File: src/rtl/mftf_pkg.sv
// Shared widths, register codes and constants of the magnetometer frame converter.
package mftf_pkg;

  localparam int FRAME_BYTES = 9;
  localparam int FRAME_WORDS = (FRAME_BYTES - 1) / 2;
  localparam int WORD_IDX_W  = $clog2(FRAME_WORDS);
  localparam int COUNT_W     = 4;

  localparam int BYTE_W      = 8;
  localparam int WORD_W      = 16;
  localparam int CFG_IDX_W   = 3;
  localparam int CFG_DATA_W  = 16;

  localparam int TEMP_W      = 21;
  localparam int FIELD_W     = 22;
  localparam int TOFS_W      = 11;
  localparam int FACT_W      = 10;

  // magnitude of the working value, multiplier input and product widths
  localparam int MAG_W       = 31;
  localparam int MUL_A_W     = 18;
  localparam int PROD_W      = 28;
  localparam int DIV_CNT_W   = $clog2(MAG_W);

  localparam logic [WORD_W-1:0] HALF_SCALE_OFS    = 16'h8000;
  localparam logic [WORD_W-1:0] QUARTER_SCALE_OFS = 16'h4000;
  localparam logic [FACT_W-1:0] GAIN_DIV          = 10'd100;
  localparam logic [FACT_W-1:0] OUT_DIV           = 10'd1000;
  localparam logic [FACT_W-1:0] TEMP_MUL          = 10'd1000;

  localparam logic [1:0] RES_MODE_HALF    = 2'd2;
  localparam logic [1:0] RES_MODE_QUARTER = 2'd3;

  typedef enum logic [CFG_IDX_W-1:0] {
    CFG_GAIN,
    CFG_RES_MODE,
    CFG_XY_SENS,
    CFG_Z_SENS,
    CFG_TEMP_OFS,
    CFG_TEMP_SCALE,
    CFG_TEMP_REF,
    CFG_ERR_MASK
  } cfg_reg_t;

  localparam logic [2:0]        GAIN_RST       = 3'd7;
  localparam logic [1:0]        RES_MODE_RST   = 2'd0;
  localparam logic [FACT_W-1:0] XY_SENS_RST    = 10'd150;
  localparam logic [FACT_W-1:0] Z_SENS_RST     = 10'd242;
  localparam logic [TOFS_W-1:0] TEMP_OFS_RST   = 11'd250;
  localparam logic [FACT_W-1:0] TEMP_SCALE_RST = 10'd452;
  localparam logic [WORD_W-1:0] TEMP_REF_RST   = 16'd0;
  localparam logic [BYTE_W-1:0] ERR_MASK_RST   = 8'd16;

  function automatic logic [FACT_W-1:0] gain_factor(input logic [2:0] code);
    logic [FACT_W-1:0] f;
    case (code)
      3'd0:    f = 10'd500;
      3'd1:    f = 10'd400;
      3'd2:    f = 10'd300;
      3'd3:    f = 10'd250;
      3'd4:    f = 10'd200;
      3'd5:    f = 10'd167;
      3'd6:    f = 10'd133;
      default: f = 10'd100;
    endcase
    return f;
  endfunction

endpackage

File: src/rtl/mftf_if.sv
// Valid/ready channels of the magnetometer frame converter: byte input, result, register write.
interface mftf_in_if import mftf_pkg::*; ();
  logic              valid;
  logic              ready;
  logic [BYTE_W-1:0] data_byte;
  logic              frame_start;

  modport source (output valid, output data_byte, output frame_start, input ready);
  modport sink (input valid, input data_byte, input frame_start, output ready);
endinterface

interface mftf_out_if import mftf_pkg::*; ();
  logic                      valid;
  logic                      ready;
  logic                      read_error;
  logic [BYTE_W-1:0]         status_value;
  logic signed [TEMP_W-1:0]  temperature;
  logic signed [FIELD_W-1:0] field_x;
  logic signed [FIELD_W-1:0] field_y;
  logic signed [FIELD_W-1:0] field_z;

  modport source (output valid, output read_error, output status_value, output temperature,
                  output field_x, output field_y, output field_z, input ready);
  modport sink (input valid, input read_error, input status_value, input temperature,
                input field_x, input field_y, input field_z, output ready);
endinterface

interface mftf_cfg_if import mftf_pkg::*; ();
  logic                  valid;
  logic                  ready;
  logic [CFG_IDX_W-1:0]  index;
  logic [CFG_DATA_W-1:0] data;

  modport source (output valid, output index, output data, input ready);
  modport sink (input valid, input index, input data, output ready);
endinterface

File: src/rtl/magnetometer_frame_to_field.sv
// Magnetometer frame converter: nine-byte response in, one temperature/field transaction out.
// Bytes other than the last of a frame are accepted back to back. The last byte starts a sequencer
// that runs one shared 18x10 multiplier and one shared radix-2 divider (31 quotient bits a division)
// over temperature and the three axes; the result is valid once the sequencer is done, or in the
// cycle after that byte for an error frame. Input is held off until the result is taken.
// Reset (rst_n low, synchronous) closes any open frame and loads the register defaults.
module magnetometer_frame_to_field import mftf_pkg::*; (
  input logic       clk,
  input logic       rst_n,
  mftf_in_if.sink   in_chan,
  mftf_out_if.source out_chan,
  mftf_cfg_if.sink  cfg_chan
);

  typedef enum logic [2:0] {
    ST_IDLE,
    ST_READ,
    ST_LOAD,
    ST_MUL,
    ST_DIV,
    ST_STORE,
    ST_OUT
  } state_t;

  typedef enum logic [1:0] {
    CH_TEMP,
    CH_X,
    CH_Y,
    CH_Z
  } chan_t;

  state_t state_r;
  chan_t  chan_r;
  logic   second_r;

  logic [COUNT_W-1:0] byte_count_r;
  logic [BYTE_W-1:0]  status_r;
  logic [WORD_W-1:0]  frame_mem [FRAME_WORDS];
  logic [WORD_W-1:0]  word_q_r;

  logic                 sign_r;
  logic [MAG_W-1:0]     mag_r;
  logic [FACT_W-1:0]    divisor_r;
  logic [FACT_W-1:0]    rem_r;
  logic [DIV_CNT_W-1:0] div_cnt_r;

  logic [2:0]        gain_r;
  logic [1:0]        res_mode_r;
  logic [FACT_W-1:0] xy_sens_r;
  logic [FACT_W-1:0] z_sens_r;
  logic [TOFS_W-1:0] temp_ofs_r;
  logic [FACT_W-1:0] temp_scale_r;
  logic [WORD_W-1:0] temp_ref_r;
  logic [BYTE_W-1:0] err_mask_r;

  logic                      read_error_r;
  logic [BYTE_W-1:0]         status_value_r;
  logic signed [TEMP_W-1:0]  temperature_r;
  logic signed [FIELD_W-1:0] field_x_r;
  logic signed [FIELD_W-1:0] field_y_r;
  logic signed [FIELD_W-1:0] field_z_r;

  logic                  in_fire;
  logic                  last_byte;
  logic [COUNT_W-1:0]    wr_pos;
  logic [WORD_IDX_W-1:0] wr_idx;
  logic [WORD_W-1:0]     axis_word;
  logic [WORD_W:0]       axis_ext;
  logic [WORD_W:0]       axis_mag;
  logic [WORD_W:0]       temp_diff;
  logic [WORD_W:0]       temp_mag;
  logic [FACT_W-1:0]     mul_fact;
  logic [PROD_W-1:0]     prod;
  logic [1:0]            mul_shift;
  logic [MAG_W-1:0]      mul_res;
  logic [FACT_W-1:0]     div_sel;
  logic [FACT_W:0]       rem_sh;
  logic                  q_bit;
  logic [FACT_W-1:0]     rem_next;
  logic [MAG_W:0]        val;
  logic [MAG_W:0]        temp_sum;

  assign in_fire        = in_chan.valid && in_chan.ready;
  assign in_chan.ready  = (state_r == ST_IDLE);
  assign cfg_chan.ready = 1'b1;

  assign last_byte = (byte_count_r == COUNT_W'(FRAME_BYTES - 1));
  assign wr_pos    = byte_count_r - COUNT_W'(1);
  assign wr_idx    = wr_pos[WORD_IDX_W:1];

  always_comb begin
    case (res_mode_r)
      RES_MODE_HALF:    axis_word = word_q_r - HALF_SCALE_OFS;
      RES_MODE_QUARTER: axis_word = word_q_r - QUARTER_SCALE_OFS;
      default:          axis_word = word_q_r;
    endcase
  end

  assign axis_ext  = {axis_word[WORD_W-1], axis_word};
  assign axis_mag  = axis_ext[WORD_W] ? (WORD_W+1)'(0) - axis_ext : axis_ext;
  assign temp_diff = {1'b0, word_q_r} - {1'b0, temp_ref_r};
  assign temp_mag  = temp_diff[WORD_W] ? (WORD_W+1)'(0) - temp_diff : temp_diff;

  // multiplier operand: 1000 for temperature, gain first and sensitivity second for an axis
  always_comb begin
    if (chan_r == CH_TEMP) begin
      mul_fact = TEMP_MUL;
    end else if (!second_r) begin
      mul_fact = gain_factor(gain_r);
    end else if (chan_r == CH_Z) begin
      mul_fact = z_sens_r;
    end else begin
      mul_fact = xy_sens_r;
    end
  end

  assign prod      = PROD_W'(mag_r[MUL_A_W-1:0]) * PROD_W'(mul_fact);
  assign mul_shift = (chan_r != CH_TEMP && second_r) ? res_mode_r : 2'd0;
  assign mul_res   = MAG_W'(prod) << mul_shift;

  always_comb begin
    if (chan_r == CH_TEMP) begin
      div_sel = (temp_scale_r == '0) ? FACT_W'(1) : temp_scale_r;
    end else if (!second_r) begin
      div_sel = GAIN_DIV;
    end else begin
      div_sel = OUT_DIV;
    end
  end

  // one quotient bit per cycle; the remainder always stays below the divisor
  assign rem_sh   = {rem_r, mag_r[MAG_W-1]};
  assign q_bit    = (rem_sh >= {1'b0, divisor_r});
  assign rem_next = q_bit ? FACT_W'(rem_sh - {1'b0, divisor_r}) : rem_sh[FACT_W-1:0];

  assign val      = sign_r ? (MAG_W+1)'(0) - {1'b0, mag_r} : {1'b0, mag_r};
  assign temp_sum = {{(MAG_W+1-TOFS_W){temp_ofs_r[TOFS_W-1]}}, temp_ofs_r} + val;

  always_ff @(posedge clk) begin
    if (in_fire && !in_chan.frame_start && byte_count_r != '0) begin
      if (!wr_pos[0]) begin
        frame_mem[wr_idx][WORD_W-1:BYTE_W] <= in_chan.data_byte;
      end else begin
        frame_mem[wr_idx][BYTE_W-1:0] <= in_chan.data_byte;
      end
    end
    word_q_r <= frame_mem[chan_r];
  end

  always_ff @(posedge clk) begin
    if (!rst_n) begin
      state_r      <= ST_IDLE;
      chan_r       <= CH_TEMP;
      second_r     <= 1'b0;
      byte_count_r <= '0;
      gain_r       <= GAIN_RST;
      res_mode_r   <= RES_MODE_RST;
      xy_sens_r    <= XY_SENS_RST;
      z_sens_r     <= Z_SENS_RST;
      temp_ofs_r   <= TEMP_OFS_RST;
      temp_scale_r <= TEMP_SCALE_RST;
      temp_ref_r   <= TEMP_REF_RST;
      err_mask_r   <= ERR_MASK_RST;
    end else begin
      if (cfg_chan.valid) begin
        unique case (cfg_reg_t'(cfg_chan.index))
          CFG_GAIN:       gain_r       <= cfg_chan.data[2:0];
          CFG_RES_MODE:   res_mode_r   <= cfg_chan.data[1:0];
          CFG_XY_SENS:    xy_sens_r    <= cfg_chan.data[FACT_W-1:0];
          CFG_Z_SENS:     z_sens_r     <= cfg_chan.data[FACT_W-1:0];
          CFG_TEMP_OFS:   temp_ofs_r   <= cfg_chan.data[TOFS_W-1:0];
          CFG_TEMP_SCALE: temp_scale_r <= cfg_chan.data[FACT_W-1:0];
          CFG_TEMP_REF:   temp_ref_r   <= cfg_chan.data[WORD_W-1:0];
          CFG_ERR_MASK:   err_mask_r   <= cfg_chan.data[BYTE_W-1:0];
          default:        ;
        endcase
      end

      unique case (state_r)
        ST_IDLE: begin
          if (in_fire) begin
            if (in_chan.frame_start) begin
              status_r     <= in_chan.data_byte;
              byte_count_r <= COUNT_W'(1);
            end else if (byte_count_r == '0) begin
              // drop: no frame open
            end else if (!last_byte) begin
              byte_count_r <= byte_count_r + COUNT_W'(1);
            end else begin
              byte_count_r   <= '0;
              status_value_r <= status_r;
              if ((status_r & err_mask_r) != '0) begin
                read_error_r  <= 1'b1;
                temperature_r <= '0;
                field_x_r     <= '0;
                field_y_r     <= '0;
                field_z_r     <= '0;
                state_r       <= ST_OUT;
              end else begin
                read_error_r <= 1'b0;
                chan_r       <= CH_TEMP;
                second_r     <= 1'b0;
                state_r      <= ST_READ;
              end
            end
          end
        end
        ST_READ: begin
          state_r <= ST_LOAD;
        end
        ST_LOAD: begin
          if (chan_r == CH_TEMP) begin
            sign_r <= temp_diff[WORD_W];
            mag_r  <= MAG_W'(temp_mag);
          end else begin
            sign_r <= axis_ext[WORD_W];
            mag_r  <= MAG_W'(axis_mag);
          end
          state_r <= ST_MUL;
        end
        ST_MUL: begin
          mag_r     <= mul_res;
          divisor_r <= div_sel;
          rem_r     <= '0;
          div_cnt_r <= '0;
          state_r   <= ST_DIV;
        end
        ST_DIV: begin
          rem_r     <= rem_next;
          mag_r     <= {mag_r[MAG_W-2:0], q_bit};
          div_cnt_r <= div_cnt_r + DIV_CNT_W'(1);
          if (div_cnt_r == DIV_CNT_W'(MAG_W - 1)) begin
            if (chan_r != CH_TEMP && !second_r) begin
              second_r <= 1'b1;
              state_r  <= ST_MUL;
            end else begin
              state_r <= ST_STORE;
            end
          end
        end
        ST_STORE: begin
          case (chan_r)
            CH_TEMP: temperature_r <= signed'(temp_sum[TEMP_W-1:0]);
            CH_X:    field_x_r     <= signed'(val[FIELD_W-1:0]);
            CH_Y:    field_y_r     <= signed'(val[FIELD_W-1:0]);
            default: field_z_r     <= signed'(val[FIELD_W-1:0]);
          endcase
          if (chan_r == CH_Z) begin
            state_r <= ST_OUT;
          end else begin
            chan_r   <= chan_t'(chan_r + 2'd1);
            second_r <= 1'b0;
            state_r  <= ST_READ;
          end
        end
        ST_OUT: begin
          // hold the transaction until the sink takes it
          if (out_chan.ready) begin
            state_r <= ST_IDLE;
          end
        end
        default: begin
          state_r <= ST_IDLE;
        end
      endcase
    end
  end

  assign out_chan.valid        = (state_r == ST_OUT);
  assign out_chan.read_error   = read_error_r;
  assign out_chan.status_value = status_value_r;
  assign out_chan.temperature  = temperature_r;
  assign out_chan.field_x      = field_x_r;
  assign out_chan.field_y      = field_y_r;
  assign out_chan.field_z      = field_z_r;

endmodule

File: src/flat_wrapper.sv
// flat-port wrapper written by rule: the top's interface ports become plain ports
module magnetometer_frame_to_field_flat import mftf_pkg::*;
  (clk, rst_n, in_chan_valid, in_chan_data_byte, in_chan_frame_start, in_chan_ready, out_chan_valid, out_chan_read_error, out_chan_status_value, out_chan_temperature, out_chan_field_x, out_chan_field_y, out_chan_field_z, out_chan_ready, cfg_chan_valid, cfg_chan_index, cfg_chan_data, cfg_chan_ready);
  mftf_in_if in_chan_i ();
  mftf_out_if out_chan_i ();
  mftf_cfg_if cfg_chan_i ();
  input logic clk;
  input logic rst_n;
  input wire logic [$bits(in_chan_i.valid)-1:0] in_chan_valid;
  input wire logic [$bits(in_chan_i.data_byte)-1:0] in_chan_data_byte;
  input wire logic [$bits(in_chan_i.frame_start)-1:0] in_chan_frame_start;
  output wire logic [$bits(in_chan_i.ready)-1:0] in_chan_ready;
  output wire logic [$bits(out_chan_i.valid)-1:0] out_chan_valid;
  output wire logic [$bits(out_chan_i.read_error)-1:0] out_chan_read_error;
  output wire logic [$bits(out_chan_i.status_value)-1:0] out_chan_status_value;
  output wire logic [$bits(out_chan_i.temperature)-1:0] out_chan_temperature;
  output wire logic [$bits(out_chan_i.field_x)-1:0] out_chan_field_x;
  output wire logic [$bits(out_chan_i.field_y)-1:0] out_chan_field_y;
  output wire logic [$bits(out_chan_i.field_z)-1:0] out_chan_field_z;
  input wire logic [$bits(out_chan_i.ready)-1:0] out_chan_ready;
  input wire logic [$bits(cfg_chan_i.valid)-1:0] cfg_chan_valid;
  input wire logic [$bits(cfg_chan_i.index)-1:0] cfg_chan_index;
  input wire logic [$bits(cfg_chan_i.data)-1:0] cfg_chan_data;
  output wire logic [$bits(cfg_chan_i.ready)-1:0] cfg_chan_ready;
  assign in_chan_i.valid = in_chan_valid;
  assign in_chan_i.data_byte = in_chan_data_byte;
  assign in_chan_i.frame_start = in_chan_frame_start;
  assign in_chan_ready = in_chan_i.ready;
  assign out_chan_valid = out_chan_i.valid;
  assign out_chan_read_error = out_chan_i.read_error;
  assign out_chan_status_value = out_chan_i.status_value;
  assign out_chan_temperature = out_chan_i.temperature;
  assign out_chan_field_x = out_chan_i.field_x;
  assign out_chan_field_y = out_chan_i.field_y;
  assign out_chan_field_z = out_chan_i.field_z;
  assign out_chan_i.ready = out_chan_ready;
  assign cfg_chan_i.valid = cfg_chan_valid;
  assign cfg_chan_i.index = cfg_chan_index;
  assign cfg_chan_i.data = cfg_chan_data;
  assign cfg_chan_ready = cfg_chan_i.ready;
  magnetometer_frame_to_field u_core (.clk(clk), .rst_n(rst_n), .in_chan(in_chan_i), .out_chan(out_chan_i), .cfg_chan(cfg_chan_i));
endmodule
File: config.mk
export PLATFORM = sky130hd
export DESIGN_NAME = magnetometer_frame_to_field_flat
export DESIGN_NICKNAME = d
export VERILOG_FILES = /design/src/rtl/mftf_pkg.sv /design/src/rtl/mftf_if.sv /design/src/rtl/magnetometer_frame_to_field.sv /design/src/flat_wrapper.sv
export SDC_FILE = /design/constraint.sdc
export NUM_CORES = 1
export LEC_CHECK = 0
export BUFFER_PORTS_ARGS = -buffer_cell sky130_fd_sc_hd__buf_4
export CAP_MARGIN = 15
export CORE_ASPECT_RATIO = 0.8
export CORE_MARGIN = 4
export CORE_UTILIZATION = 60
export CTS_BUF_LIST = sky130_fd_sc_hd__clkbuf_4
export CTS_CLUSTER_SIZE = 25
export DETAILED_ROUTE_END_ITERATION = 12
export PLACE_DENSITY = 0.87
export SETUP_SLACK_MARGIN = 0.02
export SYNTH_ARGS = -nofsm -noshare
export SYNTH_HDL_FRONTEND = slang
export SYNTH_SLANG_ARGS = --single-unit
File: constraint.sdc
create_clock -name clk -period 10.5 [get_ports clk]
set_input_delay 1.05 -clock clk [delete_from_list [all_inputs] [get_ports clk]]
set_output_delay 1.05 -clock clk [all_outputs]
set_load 0.1 [all_outputs]
# After elaboration in Yosys (flattened, before gate mapping)

Memories as Yosys holds them, arrays and structs flattened. A register that Yosys moved wholly into a read port is not among the register bits.
Cells that the tools add are included.

$add $sub $neg: 12
Multipliers: 1
Order comparisons: 1
Eq/ne operators: 41
Shift-type cells: 1
Muxes and demuxes: 72
Bitwise logic cells: 3
Reduce and logical (&&, ||, !) cells: 43

Operators with widths:

| cell                                                 | count |
|---|---|
| two-way mux 22 bit                                   | 9 |
| one-hot mux 22 bit (2 select lines)                  | 3 |
| two-way mux 21 bit                                   | 6 |
| one-hot mux 31 bit (3 select lines)                  | 1 |
| two-way mux 10 bit                                   | 7 |
| one-hot mux 9 bit (7 select lines)                   | 1 |
| two-way mux 17 bit                                   | 3 |
| one-hot mux 21 bit (2 select lines)                  | 1 |
| one-hot mux 16 bit (2 select lines)                  | 1 |
| AND reduction 8 bit                                  | 4 |
| << shifter 28 x 2 -> 31 bit                          | 1 |
| equality test 3 bit (second input constant)          | 10 |
| multiplier 18 x 10 -> 28 bit                         | 1 |
| two-way mux 3 bit                                    | 9 |
| AND reduction 2 bit                                  | 12 |
| != test 2 bit (second input constant)                | 11 |
| subtractor 1 x 22 -> 22 bit (first input constant)   | 1 |
| adder 21 bit                                         | 1 |
| one-hot mux 3 bit (7 select lines)                   | 1 |
| one-hot mux 10 bit (2 select lines)                  | 1 |
| equality test 3 x 2 -> 1 bit (second input constant) | 6 |
| subtractor 1 x 16 -> 17 bit (first input constant)   | 1 |
| subtractor 1 x 17 -> 17 bit (first input constant)   | 1 |
| subtractor 16 x 16 -> 17 bit                         | 1 |
| 38 further kinds                                     | 81 |

Bits in registers: 241
Bits in writable memories: 64
Bits of input ports: 33
Output and inout port bits: 99
Word-level logic and storage cells: 199
Memories kept: 1

Memory list:

| memory           | depth | width | rd ports | clocked after memory_dff | write ports | line                              | text |
|---|---|---|---|---|---|---|---|
| u_core.frame_mem | 4     | 16    | 1        | 1                        | 1           | magnetometer_frame_to_field.sv:38 | `logic [WORD_W-1:0] frame_mem [FRAME_WORDS];` |

# Depth between registers and ports, before layout

Depth after elaboration: 8
Gate-level depth with buffers: 29
Depth with buffers taken out: 27

# Least setup slack after synthesis

OpenSTA, ideal clock, no wires.

Path kind: reg2reg
Start: register u_core.chan_r[0]
End: register u_core.mag_r[25] (data pin)
Library setup time: 275 ps
Data arrival time: 7642 ps
Required time: 10225 ps
Setup slack: 2583 ps
Stages on the path, launching flop included: 28
Path buffers: 5
Clock period less this slack: 7917 ps
Cell sequence: dfxtp_1 -> clkbuf_1 -> clkbuf_1 -> inv_1 -> ha_1 -> clkbuf_1 -> a221oi_1 -> clkbuf_1 -> nand2_1 -> fa_1 -> inv_1 -> fa_1 -> fa_1 -> fa_1 -> inv_1 -> fa_1 -> inv_1 -> ha_1 -> clkbuf_1 -> a21o_1 -> a21o_1 -> a21o_1 -> a21o_1 -> a221oi_1 -> o21bai_1 -> xor2_1 -> mux2i_1 -> o221ai_1

Cells in the longest elaborated chain, start to end: 7
Elaborated cells between the ends (all ways): 11
Those cells by class: mul (1); eq/ne (1); shift (1); mux (5); reduce/logical (3)

RTL lines:

| item                                  | line                               | text |
|---|---|---|
| from (decl)                           | magnetometer_frame_to_field.sv:33  | `chan_t chan_r;` |
| from (signal assigned)                | magnetometer_frame_to_field.sv:251 | `chan_r <= chan_t'(chan_r + 2'd1);` |
| equality test 2 bit                   | magnetometer_frame_to_field.sv:110 | `end else if (chan_r == CH_Z) begin` |
| two-way mux 10 bit                    | magnetometer_frame_to_field.sv:110 |  |
| two-way mux 10 bit                    | magnetometer_frame_to_field.sv:108 | `end else if (!second_r) begin` |
| two-way mux 10 bit                    | magnetometer_frame_to_field.sv:106 | `if (chan_r == CH_TEMP) begin` |
| multiplier 18 x 10 -> 28 bit          | magnetometer_frame_to_field.sv:117 | `assign prod = PROD_W'(mag_r[MUL_A_W-1:0]) * PROD_W'(mul_fact);` |
| << shifter 28 x 2 -> 31 bit *         | magnetometer_frame_to_field.sv:119 | `assign mul_res = MAG_W'(prod) << mul_shift;` |
| one-hot mux 31 bit (3 select lines) * | magnetometer_frame_to_field.sv:179 | `unique case (state_r)` |
| to (signal assigned)                  | magnetometer_frame_to_field.sv:214 | `mag_r <= MAG_W'(temp_mag);` |
| to (signal assigned)                  | magnetometer_frame_to_field.sv:217 | `mag_r <= MAG_W'(axis_mag);` |
| to (signal assigned)                  | magnetometer_frame_to_field.sv:222 | `mag_r <= mul_res;` |
| to (decl)                             | magnetometer_frame_to_field.sv:42  | `logic [MAG_W-1:0] mag_r;` |

Mark *: on every way between the ends. The rest lies on a longest branch, timed or not.
A chain may end at the register's enable or synchronous reset.

# Worst setup path after layout

Start: register u_core.chan_r[1]
End: register u_core.mag_r[25] (data pin)

The elaborated chain is that of the path after synthesis.

==> results.yml <==
logic_synthesis:
  syn_area_sq_um: 21700
  seq_area_frac_synth_pct: 40.1
  yosysTopAreaCell: "edfxtp_1"
  yosys-top-cells-area: "edfxtp_1, fa_1, dfxtp_1"
  synthFlopType: "edfxtp_1"
  netlist_instances: 2156
  yosys_register_bits: 321
  synthDistinctLibCells: 79
  async_flop_share_pct: 0
  yosysWarnings: 0
  syn-mean-instance-area_sq_um: 10.0
  synth_top_cell_area_share_pct: 31.2
  syn_nets: 2442
  synth_edf_count: 225
global_routing:
  gr-usage-all-layers_pct: 28.0
  grt_overflow_total: 0
  grt_pass1_wl_mm: 87.1
  antenna_found_initial: 2
  grt_max_degree: 34
  grt_pass1_vias: 17241
clock_tree:
  cts_buffer_depth: 3
  htree_levels: 3
  post_cts.repair.setup_buffers: 0
  clkLatencyLatePin_ns: 0.77
  path_clk_slew_ns: 0.06
  hold_buffers: 0
  cts_resized: 0
  cts_buffers: 78
  cts_tree: "done"
  clkSinkCount: 321
  clockRootBuffer: "clkbuf_4"
place:
  dp_hpwl_mm: 40.3
  place.gp.congestion: 0.954
  dp.cells: 2682
  io_buffers: 130
power_and_ir_drop:
  p_per_area_nw_per_um2: 275
  total_power_mw: 6.65
  power.leakage_nw: 9.89
  vdd_drop_max_uv: 228
floorplan:
  rows: 61
  start_util_pct: 61.5
  die_w_um: 220
  fp.dieH_um: 178
  num_io_pins: 132
  core_sq_um: 35200
  die_area_sq_um: 39200
outcome:
  status: "complete, no violations"
timing:
  tightestPinTransition_ns: 1.19
  max_freq_mhz: 112
  finalCritPeriodShare_pct: 84.7
  relSlewSlack_pct: 20.3
  slew_viol_final: 0
  hold_viol_final: 0
  rsz0062_at_grt: "no"
  fin_skew_ns: 0.0419
  setup_violations: 0
  finalSetupTns_ns: 0
  period_minus_slack_ns: 8.89
worst_setup_path:
  critPathKind: "register to register"
  crit_required_ns: 11.07
  crit_buf_inv: 5
  slowest_stage: "dfxtp_1"
  cp-end-kind: "register"
  cp_max_fo: 19
  worstSetupStartpointType: "register"
  cpPeakStageDelay_ns: 0.96
  reg2reg_slack_ns: 1.61
  crit_chain: "ha_1, mux2_2, a211oi_2, nor2b_1, fa_1, inv_1, fa_1, inv_1, fa_1, fa_1, inv_1, fa_1, inv_1, ha_1, inv_1, a21oi_1, o22ai_1, o31ai_1, a221oi_1, o21bai_1, xor2_1, mux2i_1, o221ai_1"
  critical_path_arrival_ns: 9.46
  r2r-start: "u_core.chan_r[1]$_SDFFE_PN0P_"
  cpLargestDelayFamily: "adder cells"
  r2r_cells: 23
  timing.rr.end: "u_core.mag_r[25]$_DFFE_PP_"
hold_path:
  holdPathStages: 2
  min_to: "u_core.xy_sens_r[8]$_SDFFE_PN0P_"
  hp-start: "u_core.xy_sens_r[8]$_SDFFE_PN0P_"
  hp-class: "register to register"
layout:
  instances_no_fill: 2832
  multi_input_area_sq_um: 12000
  drive_above_1_share_pct: 14.1
  final_util_pct: 68.7
  final_common_cell: "nand2_1"
  layout_common_cells: "nand2_1, edfxtp_1, inv_1"
  seqCellArea_sq_um: 8680
  num-fill-cells: 2510
  final_nets: 2582
  area_growth_pct: 11.7
route:
  ant_nets: 0
  wl_per_cell_um: 19.0
  vias: 16913
  drt-total-wl_mm: 53.7
  vias_per_cell: 5.97
  drc: 0
  drt_iter0_markers: 1760
  dr.pass1.iters: 6
run:
  maxCapViolations: 0
cell usage after synthesis (16+ instances only):
cell type  instances
a21oi_1          116
inv_1            175
edfxtp_1         225
nor3_1            38
nand2b_1          24
o21ai_0           69
a211oi_1          20
ha_1             124
clkbuf_1          87
xnor2_1           71
fa_1             129
nand3_1           48
and2_1            95
nand2_1          325
xor2_1            39
dfxtp_1           96
mux4_2            16
o21a_1            18
nor2b_1           42
nor2_1           130
mux2i_1           32
a21o_1            30
layout make-up:
| class | instances | share of cell area, % |
|---|---|---|
| Clock buffer | 123 | 3.82 |
| Multi-Input combinational cell | 1564 | 49.5 |
| Inverter | 176 | 2.73 |
| Tap cell | 472 | 2.44 |
| Clock inverter | 20 | 0.688 |
| Antenna cell | 1 | 0.0103 |
| Timing Repair Buffer | 155 | 4.94 |
| Sequential cell | 321 | 35.9 |
worst min-delay path: stages, from the launching register on:
cell and delay [ns]:
dfxtp_1 0.31, nand2_1 0.05, a21oi_1 0.05
sequential cells by signal, indices dropped and copies added (netlist names), 10 cells and up:
register,flops
u_core.divisor_r,10
u_core.temp_ofs_r,11
u_core.word_q_r,16
u_core.out_chan.field_z,22
u_core.frame_mem,64
u_core.rem_r,10
u_core.z_sens_r,10
u_core.temp_scale_r,10
u_core.temp_ref_r,16
u_core.xy_sens_r,10
u_core.out_chan.field_x,22
u_core.mag_r,31
u_core.out_chan.temperature,21
u_core.out_chan.field_y,22
worst max-delay path by stage:
stage,from,to,slack [ns],cells after the start
6_report,u_core.chan_r[1]$_SDFFE_PN0P_,u_core.mag_r[25]$_DFFE_PP_,1.61,23
5_1_grt,u_core.chan_r[1]$_SDFFE_PN0P_,u_core.mag_r[25]$_DFFE_PP_,1.11,22
4_1_cts,u_core.chan_r[1]$_SDFFE_PN0P_,u_core.mag_r[25]$_DFFE_PP_,1.66,22
3_5_place_dp,u_core.chan_r[1]$_SDFFE_PN0P_,u_core.mag_r[25]$_DFFE_PP_,1.71,22
3_3_place_gp,u_core.chan_r[1]$_SDFFE_PN0P_,u_core.mag_r[25]$_DFFE_PP_,1.91,23
2_1_floorplan,u_core.chan_r[0]$_SDFFE_PN0P_,u_core.mag_r[25]$_DFFE_PP_,2.58,27
layer usage:
layer	up-vias	wire (um)	GRT usage, %
met1	8052	21500	36.5
met3	154	6070	8.46
met4	0	1690	10.1
met2	926	24500	44.6
met5	-	0	0
li1	7781	-	-
per-stage QoR:
step | hold slack [ns] | setup slack (ns) | instance area (sq um)
floorplan | 0.427 | 2.58 | 21700
global placement | 0.438 | 1.91 | 23000
detailed placement | 0.446 | 1.71 | 23000
CTS | 0.455 | 1.66 | 24100
global route | 0.476 | 1.11 | 24200
finish | 0.457 | 1.61 | 24200
power by group:
group / leakage, nW / internal [mW] / total (mW) / switching [mW]
clock network: 0.646 / 0.608 / 1.11 / 0.506
logic: 6.44 / 1.49 / 4.00 / 2.51
registers: 2.80 / 1.44 / 1.53 / 0.0825
total: 9.89 / 3.54 / 6.65 / 3.10
logic make-up (layout without fill, tap and decap cells):
kind of cell	after synthesis	after routing	synth area share, %
buffers and inverters	271	474	4.73
AND/OR/NAND/NOR	769	769	16.8
other	1	2	0.0173
multiplexers	53	53	3.40
adder cells (fa/ha/maj)	253	253	19.1
AO/OA/AOI/OAI	378	378	11.4
flip-flops	321	321	40.1
XOR/XNOR	110	110	4.45
Power figures use the tool's default switching activity.
